File: config.mk
export PLATFORM = sky130hd
export DESIGN_NAME = clipped_run_slice_line_spans_unit
export DESIGN_NICKNAME = d
export VERILOG_FILES = /design/src/clrs_pkg.sv /design/src/clrs_div.sv /design/src/clipped_run_slice_line_spans_unit.sv
export SDC_FILE = /design/constraint.sdc
export NUM_CORES = 2
export LEC_CHECK = 0
export BUFFER_PORTS_ARGS = -buffer_cell sky130_fd_sc_hd__buf_2
export CAP_MARGIN = 20
export CORE_MARGIN = 4
export CORE_UTILIZATION = 51
export CTS_CLUSTER_SIZE = 24
export DETAILED_ROUTE_END_ITERATION = 7
export PLACE_DENSITY = 0.68
export SLEW_MARGIN = 20
export SYNTH_ARGS = -nofsm -noshare
export SYNTH_HDL_FRONTEND = slang
export SYNTH_HIERARCHICAL = 1
export SYNTH_SLANG_ARGS = --single-unit
export TNS_END_PERCENT = 100
File: constraint.sdc
create_clock -name clk -period 10.7 [get_ports clk]
set_clock_uncertainty 0.1 [all_clocks]
set_input_delay 0.535 -clock clk [delete_from_list [all_inputs] [get_ports clk]]
set_output_delay 0.535 -clock clk [all_outputs]
set_load 0.02 [all_outputs]
File: src/clrs_pkg.sv
// Shared types and constants for the clipped run-slice line span unit.
package clrs_pkg;

    localparam int COORD_BITS_DEF = 16;

    // per-line span generation mode
    typedef enum logic [2:0] {
        MODE_IDLE,
        MODE_SINGLE,
        MODE_DIAG,
        MODE_FIRST,
        MODE_MID,
        MODE_LAST
    } mode_t;

    // setup sequencer
    typedef enum logic [3:0] {
        ST_READY,
        ST_DIFF,
        ST_CLASS,
        ST_DIV_RUN,
        ST_WAIT_RUN,
        ST_MUL_F,
        ST_DIV_F,
        ST_WAIT_F,
        ST_MUL_L,
        ST_DIV_L,
        ST_WAIT_L,
        ST_FIX
    } state_t;

endpackage

File: src/clrs_div.sv
// Restoring divider, one quotient bit per cycle, shared by the line setup.
module clrs_div #(
    parameter int NW = 33,
    parameter int DW = 17
) (
    input  logic          clk,
    input  logic          rst_n,
    input  logic          start,
    input  logic [NW-1:0] dividend,
    input  logic [DW-1:0] divisor,
    output logic          done,
    output logic [NW-1:0] quotient,
    output logic [DW-1:0] remainder
);

    localparam int CW = $clog2(NW + 1);

    logic          busy_reg, busy_next;
    logic          done_reg, done_next;
    logic [CW-1:0] cnt_reg, cnt_next;
    logic [DW-1:0] rem_reg, rem_next;
    logic [NW-1:0] quo_reg, quo_next;
    logic [DW-1:0] dvs_reg, dvs_next;
    logic [DW:0]   shifted;
    logic          ge;

    always_comb
    begin
        shifted   = {rem_reg, quo_reg[NW-1]};
        ge        = shifted >= {1'b0, dvs_reg};
        busy_next = busy_reg;
        done_next = 1'b0;
        cnt_next  = cnt_reg;
        rem_next  = rem_reg;
        quo_next  = quo_reg;
        dvs_next  = dvs_reg;
        if (start)
        begin
            busy_next = 1'b1;
            cnt_next  = CW'(NW);
            rem_next  = '0;
            quo_next  = dividend;
            dvs_next  = divisor;
        end
        else if (busy_reg)
        begin
            rem_next = ge ? DW'(shifted - {1'b0, dvs_reg}) : shifted[DW-1:0];
            quo_next = {quo_reg[NW-2:0], ge};
            cnt_next = cnt_reg - CW'(1);
            if (cnt_reg == CW'(1))
            begin
                busy_next = 1'b0;
                done_next = 1'b1;
            end
        end
    end

    always_ff @(posedge clk or negedge rst_n)
    begin
        if (!rst_n)
        begin
            busy_reg <= 1'b0;
            done_reg <= 1'b0;
            cnt_reg  <= '0;
        end
        else
        begin
            busy_reg <= busy_next;
            done_reg <= done_next;
            cnt_reg  <= cnt_next;
        end
    end

    always_ff @(posedge clk)
    begin
        rem_reg <= rem_next;
        quo_reg <= quo_next;
        dvs_reg <= dvs_next;
    end

    assign done      = done_reg;
    assign quotient  = quo_reg;
    assign remainder = rem_reg;

endmodule

File: src/clipped_run_slice_line_spans_unit.sv
// Top level: run-slice line span generator with clip-exact end runs.
//
//  channel | dir | tdata (low bit up)                          | tuser      | tlast
//  s_*     | in  | 8 coords, start_was_clipped, end_was_..., visible | cmd  | -
//  m_*     | out | span_x, span_y, span_length, span_vertical  | span_valid | span_last
//
// Advance beats are registered into the output, one span per cycle unless stalled.
// A start beat is acknowledged at once, then setup holds tready low while it
// classifies the line and runs the bit-serial divider up to three times.
// Reset clears the sequencer, the line mode and the output valid.
// A stalled output blocks further input until the waiting beat is taken.
module clipped_run_slice_line_spans_unit #(
    parameter int COORD_BITS = clrs_pkg::COORD_BITS_DEF
) (
    input  logic                                  clk,
    input  logic                                  rst_n,
    input  logic                                  s_tvalid,
    output logic                                  s_tready,
    // orig_start_x, orig_start_y, orig_end_x, orig_end_y, clip_start_x, clip_start_y,
    // clip_end_x, clip_end_y, start_was_clipped, end_was_clipped, visible
    input  logic [((8*COORD_BITS+3+7)/8)*8-1:0]   s_tdata,
    input  logic                                  s_tuser,  // cmd
    output logic                                  m_tvalid,
    input  logic                                  m_tready,
    // span_x, span_y, span_length, span_vertical
    output logic [((3*COORD_BITS+2+7)/8)*8-1:0]   m_tdata,
    output logic                                  m_tuser,  // span_valid
    output logic                                  m_tlast   // span_last
);

    localparam int C     = COORD_BITS;
    localparam int LW    = 2*C + 2;
    localparam int NW    = 2*C + 1;
    localparam int EW    = C + 3;
    localparam int IN_F  = 8*C + 3;
    localparam int OUT_W = ((3*C+2+7)/8)*8;
    localparam logic [LW-1:0] LMAX = LW'(1) << C;

    clrs_pkg::state_t st_reg, st_next;
    clrs_pkg::mode_t  mode_reg, mode_next;

    logic [IN_F-1:0] in_reg, in_next;
    logic            xneg_reg, xneg_next, yneg_reg, yneg_next, vert_reg, vert_next;
    logic [C-1:0]    cur_x_reg, cur_x_next, cur_y_reg, cur_y_next;
    logic [EW-1:0]   err_reg, err_next;
    logic [C-1:0]    run_reg, run_next;
    logic [C:0]      eup_reg, eup_next, edown_reg, edown_next;
    logic [LW-1:0]   fl_reg, fl_next, ll_reg, ll_next;
    logic [C:0]      spans_reg, spans_next;
    logic [C:0]      dx_reg, dx_next, dy_reg, dy_next;
    logic [C-1:0]    odx_reg, odx_next, ody_reg, ody_next;
    logic [C-1:0]    cfx_reg, cfx_next, cfy_reg, cfy_next;
    logic [C-1:0]    clx_reg, clx_next, cly_reg, cly_next;
    logic [C-1:0]    dmaj_reg, dmaj_next, dmin_reg, dmin_next;
    logic [NW-1:0]   d_reg, d_next;

    logic             ov_reg, ov_next;
    logic [OUT_W-1:0] od_reg, od_next;
    logic             ou_reg, ou_next, ol_reg, ol_next;

    logic            accept, adv;
    logic            div_start, div_done;
    logic [NW-1:0]   div_a, div_q;
    logic [C:0]      div_b, div_r;

    // field views
    logic [C-1:0] ox1, oy1, ox2, oy2, x1, y1, x2, y2;
    logic         cf, cl, vis, mnrneg;

    // setup scratch
    logic [C:0]    dy_raw, ody_raw, dx_raw, odx_raw, ody_abs, odx_abs;
    logic [C:0]    m_fx, m_fy, m_lx, m_ly;
    logic          ymaj_c;
    logic [C-1:0]  dmaj_c, dmin_c;
    logic [C:0]    cmin_c;
    logic [NW-1:0] mul_a, mul_b;
    logic [C-1:0]  cdmaj_f, cdmaj_l;
    logic          rz;

    // span scratch
    logic [EW-1:0] e_sum;
    logic          inc;
    logic [LW-1:0] elen, slen_sat;
    logic [C-1:0]  elen_c, maj, mnr, origin, maj_new, mnr_new, sx, sy;
    logic          majneg;

    function automatic logic [C:0] fl_sat(input logic [LW-1:0] v);
        logic [C:0] res;
        if (v[LW-1])
            res = '0;
        else if (v > LMAX)
            res = LMAX[C:0];
        else
            res = v[C:0];
        return res;
    endfunction

    assign ox1 = in_reg[0*C +: C];
    assign oy1 = in_reg[1*C +: C];
    assign ox2 = in_reg[2*C +: C];
    assign oy2 = in_reg[3*C +: C];
    assign x1  = in_reg[4*C +: C];
    assign y1  = in_reg[5*C +: C];
    assign x2  = in_reg[6*C +: C];
    assign y2  = in_reg[7*C +: C];
    assign cf  = in_reg[8*C];
    assign cl  = in_reg[8*C+1];
    assign vis = in_reg[8*C+2];
    assign mnrneg = vert_reg ? xneg_reg : yneg_reg;

    assign accept = s_tvalid && s_tready;
    assign adv    = accept && s_tuser;

    clrs_div #(.NW(NW), .DW(C+1)) u_div (
        .clk       (clk),
        .rst_n     (rst_n),
        .start     (div_start),
        .dividend  (div_a),
        .divisor   (div_b),
        .done      (div_done),
        .quotient  (div_q),
        .remainder (div_r)
    );

    // next state
    always_comb
    begin
        st_next = st_reg;
        unique case (st_reg)
            clrs_pkg::ST_READY:
                if (accept && !s_tuser)
                    st_next = clrs_pkg::ST_DIFF;
            clrs_pkg::ST_DIFF:
                st_next = clrs_pkg::ST_CLASS;
            clrs_pkg::ST_CLASS:
                if (vis && dx_reg != '0 && dy_reg != '0 && odx_reg != ody_reg
                    && dmin_c != '0)
                    st_next = clrs_pkg::ST_DIV_RUN;
                else
                    st_next = clrs_pkg::ST_READY;
            clrs_pkg::ST_DIV_RUN:
                st_next = clrs_pkg::ST_WAIT_RUN;
            clrs_pkg::ST_WAIT_RUN:
                if (div_done)
                    st_next = cf ? clrs_pkg::ST_MUL_F
                            : (cl ? clrs_pkg::ST_MUL_L : clrs_pkg::ST_FIX);
            clrs_pkg::ST_MUL_F:
                st_next = clrs_pkg::ST_DIV_F;
            clrs_pkg::ST_DIV_F:
                st_next = clrs_pkg::ST_WAIT_F;
            clrs_pkg::ST_WAIT_F:
                if (div_done)
                    st_next = cl ? clrs_pkg::ST_MUL_L : clrs_pkg::ST_FIX;
            clrs_pkg::ST_MUL_L:
                st_next = clrs_pkg::ST_DIV_L;
            clrs_pkg::ST_DIV_L:
                st_next = clrs_pkg::ST_WAIT_L;
            clrs_pkg::ST_WAIT_L:
                if (div_done)
                    st_next = clrs_pkg::ST_FIX;
            clrs_pkg::ST_FIX:
                st_next = clrs_pkg::ST_READY;
            default:
                st_next = clrs_pkg::ST_READY;
        endcase
    end

    // sequencer outputs
    always_comb
    begin
        s_tready  = 1'b0;
        div_start = 1'b0;
        div_a     = d_reg;
        div_b     = {dmin_reg, 1'b0};
        unique case (st_reg)
            clrs_pkg::ST_READY:
                s_tready = !ov_reg || m_tready;
            clrs_pkg::ST_DIV_RUN:
            begin
                div_start = 1'b1;
                div_a     = NW'(dmaj_reg);
                div_b     = {1'b0, dmin_reg};
            end
            clrs_pkg::ST_DIV_F,
            clrs_pkg::ST_DIV_L:
                div_start = 1'b1;
            default:
                s_tready = 1'b0;
        endcase
    end

    // span arithmetic for an advance beat
    always_comb
    begin
        e_sum = err_reg + EW'(eup_reg);
        inc   = mnrneg ? !e_sum[EW-1] : (!e_sum[EW-1] && e_sum != '0);
        case (mode_reg)
            clrs_pkg::MODE_FIRST: elen = fl_reg;
            clrs_pkg::MODE_MID:   elen = LW'(run_reg) + LW'(inc);
            clrs_pkg::MODE_LAST:  elen = ll_reg;
            default:              elen = fl_reg;
        endcase
        elen_c  = elen[C-1:0];
        maj     = vert_reg ? cur_y_reg : cur_x_reg;
        mnr     = vert_reg ? cur_x_reg : cur_y_reg;
        majneg  = vert_reg ? yneg_reg : xneg_reg;
        origin  = majneg ? maj - elen_c + C'(1) : maj;
        maj_new = majneg ? maj - elen_c : maj + elen_c;
        mnr_new = mnrneg ? mnr - C'(1) : mnr + C'(1);
        sx      = vert_reg ? mnr : origin;
        sy      = vert_reg ? origin : mnr;
        if (elen[LW-1])
            slen_sat = '0;
        else if (elen > LMAX)
            slen_sat = LMAX;
        else
            slen_sat = elen;
    end

    // setup arithmetic
    always_comb
    begin
        dy_raw  = {y2[C-1], y2} - {y1[C-1], y1};
        ody_raw = {oy2[C-1], oy2} - {oy1[C-1], oy1};
        dx_raw  = {x2[C-1], x2} - {x1[C-1], x1};
        odx_raw = {ox2[C-1], ox2} - {ox1[C-1], ox1};
        ody_abs = ody_raw[C] ? -ody_raw : ody_raw;
        odx_abs = odx_raw[C] ? -odx_raw : odx_raw;
        m_fx    = {x1[C-1], x1} - {ox1[C-1], ox1};
        m_fy    = {y1[C-1], y1} - {oy1[C-1], oy1};
        m_lx    = {x2[C-1], x2} - {ox2[C-1], ox2};
        m_ly    = {y2[C-1], y2} - {oy2[C-1], oy2};
        if (m_fx[C]) m_fx = -m_fx;
        if (m_fy[C]) m_fy = -m_fy;
        if (m_lx[C]) m_lx = -m_lx;
        if (m_ly[C]) m_ly = -m_ly;
        ymaj_c  = ody_reg > odx_reg;
        dmaj_c  = ymaj_c ? ody_reg : odx_reg;
        dmin_c  = ymaj_c ? odx_reg : ody_reg;
        cmin_c  = ymaj_c ? dx_reg : dy_reg;
        cdmaj_f = vert_reg ? cfy_reg : cfx_reg;
        cdmaj_l = vert_reg ? cly_reg : clx_reg;
        if (st_reg == clrs_pkg::ST_MUL_F)
            mul_a = NW'({(vert_reg ? cfx_reg : cfy_reg), 1'b1});
        else
            mul_a = NW'({(vert_reg ? clx_reg : cly_reg), 1'b1});
        mul_b = NW'(dmaj_reg);
        rz    = div_r == '0;
    end

    // register updates
    always_comb
    begin
        in_next    = in_reg;
        mode_next  = mode_reg;
        xneg_next  = xneg_reg;
        yneg_next  = yneg_reg;
        vert_next  = vert_reg;
        cur_x_next = cur_x_reg;
        cur_y_next = cur_y_reg;
        err_next   = err_reg;
        run_next   = run_reg;
        eup_next   = eup_reg;
        edown_next = edown_reg;
        fl_next    = fl_reg;
        ll_next    = ll_reg;
        spans_next = spans_reg;
        dx_next    = dx_reg;
        dy_next    = dy_reg;
        odx_next   = odx_reg;
        ody_next   = ody_reg;
        cfx_next   = cfx_reg;
        cfy_next   = cfy_reg;
        clx_next   = clx_reg;
        cly_next   = cly_reg;
        dmaj_next  = dmaj_reg;
        dmin_next  = dmin_reg;
        d_next     = d_reg;
        ov_next    = ov_reg && !m_tready;
        od_next    = od_reg;
        ou_next    = ou_reg;
        ol_next    = ol_reg;

        if (accept)
        begin
            ov_next = 1'b1;
            od_next = '0;
            ou_next = 1'b0;
            ol_next = 1'b0;
        end

        case (st_reg)
            clrs_pkg::ST_READY:
                if (accept && !s_tuser)
                begin
                    in_next   = s_tdata[IN_F-1:0];
                    mode_next = clrs_pkg::MODE_IDLE;
                end
                else if (adv)
                begin
                    case (mode_reg)
                        clrs_pkg::MODE_SINGLE:
                        begin
                            ou_next   = 1'b1;
                            ol_next   = 1'b1;
                            od_next   = OUT_W'({vert_reg, fl_sat(fl_reg), cur_y_reg,
                                                cur_x_reg});
                            mode_next = clrs_pkg::MODE_IDLE;
                        end
                        clrs_pkg::MODE_DIAG:
                        begin
                            ou_next    = 1'b1;
                            ol_next    = spans_reg == (C+1)'(1);
                            od_next    = OUT_W'({1'b0, (C+1)'(1), cur_y_reg, cur_x_reg});
                            cur_x_next = xneg_reg ? cur_x_reg - C'(1) : cur_x_reg + C'(1);
                            cur_y_next = yneg_reg ? cur_y_reg - C'(1) : cur_y_reg + C'(1);
                            spans_next = spans_reg - (C+1)'(1);
                            if (spans_reg == (C+1)'(1))
                                mode_next = clrs_pkg::MODE_IDLE;
                        end
                        clrs_pkg::MODE_FIRST,
                        clrs_pkg::MODE_MID,
                        clrs_pkg::MODE_LAST:
                        begin
                            ou_next = 1'b1;
                            ol_next = mode_reg == clrs_pkg::MODE_LAST;
                            od_next = OUT_W'({vert_reg, slen_sat[C:0], sy, sx});
                            if (vert_reg)
                            begin
                                cur_y_next = maj_new;
                                cur_x_next = mnr_new;
                            end
                            else
                            begin
                                cur_x_next = maj_new;
                                cur_y_next = mnr_new;
                            end
                            if (mode_reg == clrs_pkg::MODE_FIRST)
                                mode_next = (spans_reg != '0) ? clrs_pkg::MODE_MID
                                                              : clrs_pkg::MODE_LAST;
                            else if (mode_reg == clrs_pkg::MODE_MID)
                            begin
                                err_next   = inc ? e_sum - EW'(edown_reg) : e_sum;
                                spans_next = spans_reg - (C+1)'(1);
                                if (spans_reg == (C+1)'(1))
                                    mode_next = clrs_pkg::MODE_LAST;
                            end
                            else
                                mode_next = clrs_pkg::MODE_IDLE;
                        end
                        default:
                            mode_next = clrs_pkg::MODE_IDLE;
                    endcase
                end
            clrs_pkg::ST_DIFF:
            begin
                yneg_next = ody_raw[C];
                dy_next   = ody_raw[C] ? -dy_raw : dy_raw;
                ody_next  = ody_abs[C-1:0];
                xneg_next = odx_raw[C];
                dx_next   = odx_raw[C] ? -dx_raw : dx_raw;
                odx_next  = odx_abs[C-1:0];
                cfx_next  = m_fx[C-1:0];
                cfy_next  = m_fy[C-1:0];
                clx_next  = m_lx[C-1:0];
                cly_next  = m_ly[C-1:0];
            end
            clrs_pkg::ST_CLASS:
            begin
                vert_next = 1'b0;
                if (!vis)
                    mode_next = clrs_pkg::MODE_IDLE;
                else if (dx_reg == '0)
                begin
                    cur_x_next = yneg_reg ? x2 : x1;
                    cur_y_next = yneg_reg ? y2 : y1;
                    fl_next    = {{(LW-C-1){dy_reg[C]}}, dy_reg} + LW'(1);
                    vert_next  = 1'b1;
                    mode_next  = clrs_pkg::MODE_SINGLE;
                end
                else if (dy_reg == '0)
                begin
                    cur_x_next = xneg_reg ? x2 : x1;
                    cur_y_next = xneg_reg ? y2 : y1;
                    fl_next    = {{(LW-C-1){dx_reg[C]}}, dx_reg} + LW'(1);
                    mode_next  = clrs_pkg::MODE_SINGLE;
                end
                else if (odx_reg == ody_reg)
                begin
                    cur_x_next = x1;
                    cur_y_next = y1;
                    spans_next = dx_reg[C] ? '0 : dx_reg + (C+1)'(1);
                    mode_next  = dx_reg[C] ? clrs_pkg::MODE_IDLE : clrs_pkg::MODE_DIAG;
                end
                else
                begin
                    mode_next  = clrs_pkg::MODE_IDLE;
                    vert_next  = ymaj_c;
                    dmaj_next  = dmaj_c;
                    dmin_next  = dmin_c;
                    cur_x_next = x1;
                    cur_y_next = y1;
                    if (!cmin_c[C] && cmin_c != '0 && cmin_c != (C+1)'(1))
                        spans_next = cmin_c - (C+1)'(1);
                    else
                        spans_next = '0;
                end
            end
            clrs_pkg::ST_WAIT_RUN:
                if (div_done)
                begin
                    run_next   = div_q[C-1:0];
                    fl_next    = LW'(div_q[C-1:1]) + LW'(1);
                    ll_next    = LW'(div_q[C-1:1]) + LW'(1);
                    eup_next   = {div_r[C-1:0], 1'b0};
                    edown_next = {dmin_reg, 1'b0};
                    err_next   = EW'(div_r[C-1:0]) - EW'({dmin_reg, 1'b0})
                               + (div_q[0] ? EW'(dmin_reg) : EW'(0));
                end
            clrs_pkg::ST_MUL_F,
            clrs_pkg::ST_MUL_L:
                d_next = mul_a * mul_b;
            clrs_pkg::ST_WAIT_F:
                if (div_done)
                begin
                    fl_next  = LW'(div_q) - LW'(cdmaj_f) + LW'(1)
                             - LW'(rz && !mnrneg);
                    err_next = (rz && !mnrneg) ? EW'(0)
                             : EW'(div_r) - EW'({dmin_reg, 1'b0});
                end
            clrs_pkg::ST_WAIT_L:
                if (div_done)
                    ll_next = LW'(div_q) - LW'(cdmaj_l) + LW'(1) - LW'(rz && mnrneg);
            clrs_pkg::ST_FIX:
            begin
                mode_next = clrs_pkg::MODE_FIRST;
                if (eup_reg == '0 && !run_reg[0])
                begin
                    if (!mnrneg && !cf)
                        fl_next = fl_reg - LW'(1);
                    if (mnrneg && !cl)
                        ll_next = ll_reg - LW'(1);
                end
            end
            default:
                mode_next = mode_reg;
        endcase
    end

    always_ff @(posedge clk or negedge rst_n)
    begin
        if (!rst_n)
        begin
            st_reg    <= clrs_pkg::ST_READY;
            mode_reg  <= clrs_pkg::MODE_IDLE;
            ov_reg    <= 1'b0;
            xneg_reg  <= 1'b0;
            yneg_reg  <= 1'b0;
            vert_reg  <= 1'b0;
            spans_reg <= '0;
        end
        else
        begin
            st_reg    <= st_next;
            mode_reg  <= mode_next;
            ov_reg    <= ov_next;
            xneg_reg  <= xneg_next;
            yneg_reg  <= yneg_next;
            vert_reg  <= vert_next;
            spans_reg <= spans_next;
        end
    end

    always_ff @(posedge clk)
    begin
        in_reg    <= in_next;
        cur_x_reg <= cur_x_next;
        cur_y_reg <= cur_y_next;
        err_reg   <= err_next;
        run_reg   <= run_next;
        eup_reg   <= eup_next;
        edown_reg <= edown_next;
        fl_reg    <= fl_next;
        ll_reg    <= ll_next;
        dx_reg    <= dx_next;
        dy_reg    <= dy_next;
        odx_reg   <= odx_next;
        ody_reg   <= ody_next;
        cfx_reg   <= cfx_next;
        cfy_reg   <= cfy_next;
        clx_reg   <= clx_next;
        cly_reg   <= cly_next;
        dmaj_reg  <= dmaj_next;
        dmin_reg  <= dmin_next;
        d_reg     <= d_next;
        od_reg    <= od_next;
        ou_reg    <= ou_next;
        ol_reg    <= ol_next;
    end

    assign m_tvalid = ov_reg;
    assign m_tdata  = od_reg;
    assign m_tuser  = ou_reg;
    assign m_tlast  = ol_reg;

    // divider results only land while the sequencer waits for them
    assert property (@(posedge clk) disable iff (!rst_n)
        div_done |-> (st_reg == clrs_pkg::ST_WAIT_RUN || st_reg == clrs_pkg::ST_WAIT_F
                      || st_reg == clrs_pkg::ST_WAIT_L))
        else $error("divider finished outside a wait state");

    // every accepted beat yields a result beat
    assert property (@(posedge clk) disable iff (!rst_n)
        accept |=> m_tvalid)
        else $error("accepted beat produced no result");

    // a last span ends the line
    assert property (@(posedge clk) disable iff (!rst_n)
        (adv && (mode_reg == clrs_pkg::MODE_SINGLE || mode_reg == clrs_pkg::MODE_LAST))
        |=> (mode_reg == clrs_pkg::MODE_IDLE && m_tlast))
        else $error("line still running after its last span");

    // a start beat sends the sequencer into setup, which then holds off further input
    assert property (@(posedge clk) disable iff (!rst_n)
        (accept && !s_tuser) |=> (st_reg == clrs_pkg::ST_DIFF && !s_tready))
        else $error("setup did not begin after a start beat");

endmodule

# --- Yosys cells after proc, flatten, opt, wreduce, memory -nomap -nowiden ---
# Cells that the tools add are included.
word_totals:
  reg_bits: 654
  output_inout_bits: 60
  wordCells: 338
op_classes:
  mux: 145
  add_sub_neg: 47
  bitwise_logic: 3
  magnitude_cmp: 4
  eq_ne: 43
  reduce_logical: 57
  mul: 1
op_table:
  columns: ["cell", "n"]
  rows:
  - ["2-to-1 mux 16 bit", 39]
  - ["2-to-1 mux 34 bit", 10]
  - ["2-to-1 mux 17 bit", 19]
  - ["2-to-1 mux 56 bit", 4]
  - ["2-to-1 mux 19 bit", 9]
  - ["case mux 56 bit (3 select lines)", 1]
  - ["case mux 34 bit (4 select lines)", 1]
  - ["subtractor 16 x 16 -> 17 bit", 8]
  - ["case mux 16 bit (2 select lines)", 4]
  - ["case mux 34 bit (3 select lines)", 1]
  - ["2-to-1 mux 33 bit", 3]
  - ["negation 16 bit", 6]
  - ["adder 34 x 1 -> 34 bit, second input constant", 2]
  - ["greater-than comparator 34 x 17 -> 1 bit, second input constant", 2]
  - ["zero test 17 bit", 4]
  - ["case mux 17 bit (2 select lines)", 2]
  - ["case mux 34 bit (2 select lines)", 1]
  - ["nonzero test 17 bit", 4]
  - ["subtractor 33 x 16 -> 34 bit", 2]
  - ["subtractor 34 x 1 -> 34 bit", 2]
  - ["subtractor 34 x 1 -> 34 bit, second input constant", 2]
  - ["adder 16 x 1 -> 16 bit, second input constant", 4]
  - ["case mux 19 bit (3 select lines)", 1]
  - ["subtractor 16 x 1 -> 16 bit, second input constant", 3]
  - ["other kinds (64)", 166]

# --- Depth between registers and ports, before layout ---
logic_depth:
  depth_word: 14
  depth_mapped: 34
  mapped_depth_nobuf: 33

# --- Cells and area by module ---
# The synthesis kept the hierarchy.
modules_own_cells:
  columns: ["mod", "cells_per_inst", "n_inst", "seq_area_each_um2", "area_per_inst_um2"]
  rows:
  - ["clipped_run_slice_line_spans_unit", 6288, 1, 16666.0, 56580.5]
  - ["clrs_div", 349, 1, 2042.0, 3976.3]

# --- Worst setup path before layout ---
# OpenSTA, ideal clock, no wires.
synth_path:
  path_type: "register to register"
  startpoint: "register st_reg[2]"
  endpoint: "register mode_reg[2]"
  stages_incl_launch_ff: 8
  synth_period_minus_slack_ns: 7.996
  setup_slack_ns: 2.704
  t_arrival_ns: 7.771
  path_buffers: 1
  path_cell_list: "dfrtp_1 -> clkbuf_1 -> nor4_1 -> and2_1 -> nand2_1 -> nor2_1 -> nor2_1 -> a32o_1"
synth_between:
  elab_chain_cells: 6
  word_cells_on_any_way: 14
  classes_between: "eq/ne (5); mux (3); reduce/logical (6)"
synth_rtl:
  columns: ["element", "line", "rtl"]
  rows:
  - ["from (decl)", "clipped_run_slice_line_spans_unit.sv:39", "clrs_pkg::state_t st_reg, st_next;"]
  - ["from (signal assigned)", "clipped_run_slice_line_spans_unit.sv:454", "st_reg <= clrs_pkg::ST_READY;"]
  - ["from (signal assigned)", "clipped_run_slice_line_spans_unit.sv:464", "st_reg <= st_next;"]
  - ["zero test 4 bit (*)", "clipped_run_slice_line_spans_unit.sv:175", "unique case (st_reg)"]
  - ["2-to-1 mux 1 bit (*)", "clipped_run_slice_line_spans_unit.sv:175", null]
  - ["via s_tready", "clipped_run_slice_line_spans_unit.sv:18", "output logic s_tready,"]
  - ["logical AND 1 bit (*)", "clipped_run_slice_line_spans_unit.sv:111", "assign accept = s_tvalid && s_tready;"]
  - ["logical AND 1 bit (on tied branches)", "clipped_run_slice_line_spans_unit.sv:294, clipped_run_slice_line_spans_unit.sv:112", null]
  - ["inequality test 6 bit (no line) (tied with other cells)", null, null]
  - ["AND reduction 4 bit (no line) or case mux 3 bit (3 select lines) (tied branches)", null, null]
  - ["to (signal assigned)", "clipped_run_slice_line_spans_unit.sv:455", "mode_reg <= clrs_pkg::MODE_IDLE;"]
  - ["to (signal assigned)", "clipped_run_slice_line_spans_unit.sv:465", "mode_reg <= mode_next;"]
  - ["to (decl)", "clipped_run_slice_line_spans_unit.sv:40", "clrs_pkg::mode_t mode_reg, mode_next;"]
# The timed path passes the listed nets; every way through them passes the cells marked *.
# A chain may end at the register's enable or synchronous reset.

# --- Worst setup path after layout ---
layout_path:
  startpoint: "register eup_reg[2]"
  endpoint: "register cur_x_reg[15], data pin"
layout_between:
  elab_chain_cells: 13
  word_cells_on_any_way: 15
  classes_between: "add/sub (4); mux (8); reduce/logical (3)"
layout_rtl:
  columns: ["element", "line", "rtl"]
  rows:
  - ["from (decl)", "clipped_run_slice_line_spans_unit.sv:47", "logic [C:0] eup_reg, eup_next, edown_reg, edown_next;"]
  - ["from (signal assigned)", "clipped_run_slice_line_spans_unit.sv:481", "eup_reg <= eup_next;"]
  - ["adder 19 x 17 -> 19 bit (*)", "clipped_run_slice_line_spans_unit.sv:195", "e_sum = err_reg + EW'(eup_reg);"]
  - ["nonzero test 19 bit or zero test 1 bit (tied branches)", "clipped_run_slice_line_spans_unit.sv:196", "inc = mnrneg ? !e_sum[EW-1] : (!e_sum[EW-1] && e_sum != '0);"]
  - ["logical AND 1 bit", "clipped_run_slice_line_spans_unit.sv:196", null]
  - ["2-to-1 mux 1 bit (*)", "clipped_run_slice_line_spans_unit.sv:196", null]
  - ["adder 16 x 1 -> 17 bit (*)", "clipped_run_slice_line_spans_unit.sv:199", "clrs_pkg::MODE_MID: elen = LW'(run_reg) + LW'(inc);"]
  - ["case mux 34 bit (2 select lines) (*)", "clipped_run_slice_line_spans_unit.sv:197", "case (mode_reg)"]
  - ["adder 16 bit or subtractor 16 bit (tied branches)", "clipped_run_slice_line_spans_unit.sv:208", "maj_new = majneg ? maj - elen_c : maj + elen_c;"]
  - ["2-to-1 mux 16 bit (*)", "clipped_run_slice_line_spans_unit.sv:208", null]
  - ["2-to-1 mux 16 bit (*)", "clipped_run_slice_line_spans_unit.sv:328", "if (vert_reg)"]
  - ["case mux 16 bit (2 select lines) (*)", "clipped_run_slice_line_spans_unit.sv:301", "case (mode_reg)"]
  - ["2-to-1 mux 16 bit (*)", "clipped_run_slice_line_spans_unit.sv:299", "else if (adv)"]
  - ["2-to-1 mux 16 bit (*)", "clipped_run_slice_line_spans_unit.sv:294", "if (accept && !s_tuser)"]
  - ["case mux 16 bit (2 select lines) (*)", "clipped_run_slice_line_spans_unit.sv:292", "case (st_reg)"]
  - ["via cur_x_next[15]", "clipped_run_slice_line_spans_unit.sv:44", "logic [C-1:0] cur_x_reg, cur_x_next, cur_y_reg, cur_y_next;"]
  - ["to (signal assigned)", "clipped_run_slice_line_spans_unit.sv:477", "cur_x_reg <= cur_x_next;"]
  - ["to (decl)", "clipped_run_slice_line_spans_unit.sv:44", null]
# The timed path passes the listed nets; every way through them passes the cells marked *. The select of a mux whose other input is x is not followed.

==> impl_metrics.env <==
export IMPL_status="finished, final reports clean"
export IMPL_endpoint_kind="flop"
export IMPL_rsz0062_at_grt="false"
export IMPL_htree_levels=3
export IMPL_area_growth_synth_to_final_pct=11.0
export IMPL_crit_buf_inv=1
export IMPL_fp_row_count=126
export IMPL_max_slew_margin=0.145
export IMPL_overflow=0
export IMPL_critPathMaxStageDelay_ns=0.75
export IMPL_hp_start="s_tuser"
export IMPL_portBuffers=195
export IMPL_cts_clk_slew_worst_paths_ns=0.06
export IMPL_cts_resized=0
export IMPL_syn_inst=6637
export IMPL_cts_tree="done"
export IMPL_synth_cell_types=110
export IMPL_drt_initial_drc_count=5257
export IMPL_core_area_um2=118000
export IMPL_vias=51900
export IMPL_start_kind="flop"
export IMPL_clk_path_buf_depth=3
export IMPL_hold_viol_final=0
export IMPL_min_period_ns=8.24
export IMPL_critPathMaxFanout=8
export IMPL_synthFlopType="edfxtp_1"
export IMPL_place_congestion=0.976
export IMPL_ys_ff_latch=654
export IMPL_synth_area_um2=60600
export IMPL_hold_end="m_tlast"
export IMPL_start_util=0.514
export IMPL_synth_xor_area_frac=0.0784
export IMPL_reg2reg_from="eup_reg[2]"
export IMPL_postCtsSetupBuffers=0
export IMPL_yosys_area_share_simple=0.166
export IMPL_stdcell_area_um2=67200
export IMPL_reg2reg_depth=29
export IMPL_cts_sinks=654
export IMPL_synth_top_family_by_area="adder cells"
export IMPL_placed_cell_area_um2=63100
export IMPL_die_area_um2=124000
export IMPL_finalCritPeriodShare=0.770
export IMPL_crit_type="flop to flop"
export IMPL_synth_area_top_cells="edfxtp_1, ha_1, fa_1, xnor2_1, inv_1"
export IMPL_maxCapViolCount=0
export IMPL_yosysSeqAreaShare=0.309
export IMPL_crit_path_top_delay_cell="nor4_1"
export IMPL_grt_pass1_wl_um=297000
export IMPL_ios=201
export IMPL_yosysTopAreaCellShare=0.269
export IMPL_dp_hpwl_um=152000
export IMPL_grt_pass1_vias=50000
export IMPL_first_pass_iters=6
export IMPL_drive_gt1_frac=0.0892
export IMPL_timing_fmax_mhz=121
export IMPL_yosys_area_top_type="edfxtp_1"
export IMPL_grt_max_degree=77
export IMPL_clk_latency_ns=0.69
export IMPL_final_cells=8464
export IMPL_worst_pin_slew_ns=1.27
export IMPL_synth_mux_area_frac=0.0377
export IMPL_tns_ns=0
export IMPL_syn_num_nets=7543
export IMPL_grt_use_total=0.307
export IMPL_yosys_top_cells_count="inv_1, nand2_1, edfxtp_1"
export IMPL_hold_buffers=133
export IMPL_setup_viol=0
export IMPL_synth_compound_area_share=0.165
export IMPL_cp_arrival_ns=8.65
export IMPL_fp_dieH_um=353
export IMPL_slew_violations=0
export IMPL_nets=7766
export IMPL_drt_total_wl_um=195000
export IMPL_hold_depth=3
export IMPL_die_w_um=353
export IMPL_synth_edff_count=543
export IMPL_min_path_type="input port to flop"
export IMPL_ant_nets=0
export IMPL_timing_rr_end="cur_x_reg[15]"
export IMPL_ys_warnings_count=6
export IMPL_wire_per_inst_um=23.1
export IMPL_via_per_inst=6.13
export IMPL_yosysMostFrequentCell="inv_1"
export IMPL_ff2ff_setup_slack_ns=2.46
export IMPL_synthArstFlopShare=0.0550
export IMPL_antenna_found_initial=8
export IMPL_largest_reg_flops=131
export IMPL_route_detailed_drc=0
export IMPL_syn_avg_cell_area_um2=9.12
export IMPL_cts_buffers=80
export IMPL_worstPathRequired_ns=11.10
export IMPL_cts_root_buf="clkbuf_16"
export IMPL_critPathTopFamily="simple AND/OR/NAND/NOR gates"
export IMPL_dp_cells=8181
export IMPL_synth_fa_ha_area_frac=0.187
## cell type report
cell class | instances | area [µm²]
clock inverters | 57 | 749
flip-flops and latches | 654 | 18700
well taps | 1536 | 1920
clock buffers | 90 | 2070
diodes | 3 | 7.51
multi-input cells | 5078 | 38500
fillers | 10400 | 50700
repair buffers | 386 | 2740
inverters | 660 | 2480
## cells by family after synthesis
logic type / Yosys count
AND/OR/NAND/NOR: 2056
AO/OA/AOI/OAI: 1522
buffers and inverters: 905
adder cells (fa/ha/maj): 765
flip-flops: 654
XOR/XNOR: 542
multiplexers: 193
## metrics by stage
stage,worst slack (ns),hold slack [ns],utilization
floorplan,2.70,0.139,-
global placement,2.64,0.330,0.535
detailed placement,2.59,0.331,0.535
CTS,2.55,0.142,0.570
global route,1.99,0.179,0.570
finish,2.46,0.193,0.570
## cell usage in the layout, fill, tap and decap left out, types with 81 or more instances in the layout
master         count
inv_1            659
nand2_1          640
edfxtp_1         543
ha_1             535
nor2_1           433
o21ai_0          358
xnor2_1          348
a21oi_1          346
fa_1             230
buf_2            195
xor2_1           194
nor3_1           176
and2_1           134
dlygate4sd3_1    133
nand3_1          129
mux2_2           122
a21o_1            87
clkbuf_16         81
## how the worst max path moves through the flow
stage | start | to | slack [ns] | depth (start not counted)
after global routing | eup_reg[2] | cur_y_reg[15] | 1.99 | 29
after detailed placement | st_reg[1] | d_reg[31] | 2.59 | 26
after CTS | st_reg[1] | d_reg[31] | 2.55 | 26
after global placement | st_reg[1] | d_reg[31] | 2.64 | 26
after floorplan | st_reg[2] | mode_reg[2] | 2.70 | 7
final | eup_reg[2] | cur_x_reg[15] | 2.46 | 29
## metal layers
metal / track usage / vias up / wire length (µm)
met2: 0.501 / 2177 / 89500
met4: 0.162 / 4 / 12200
met5: 0 / - / 27
li1: - / 24200 / -
met1: 0.399 / 25000 / 79900
met3: 0.0430 / 469 / 13800
## worst register-to-register path: cells and delay by family (launching register included)
family	cells	cell delay [ns]
flip-flops	1	0.44
AND/OR/NAND/NOR	12	2.80
buffers and inverters	1	0.09
AO/OA/AOI/OAI	10	2.71
XOR/XNOR	3	0.92
adder cells (fa/ha/maj)	3	1.00
Power is left out: the tool's default activity adds up to more than one toggle a clock period on the data nets, which glitch-free logic cannot reach.
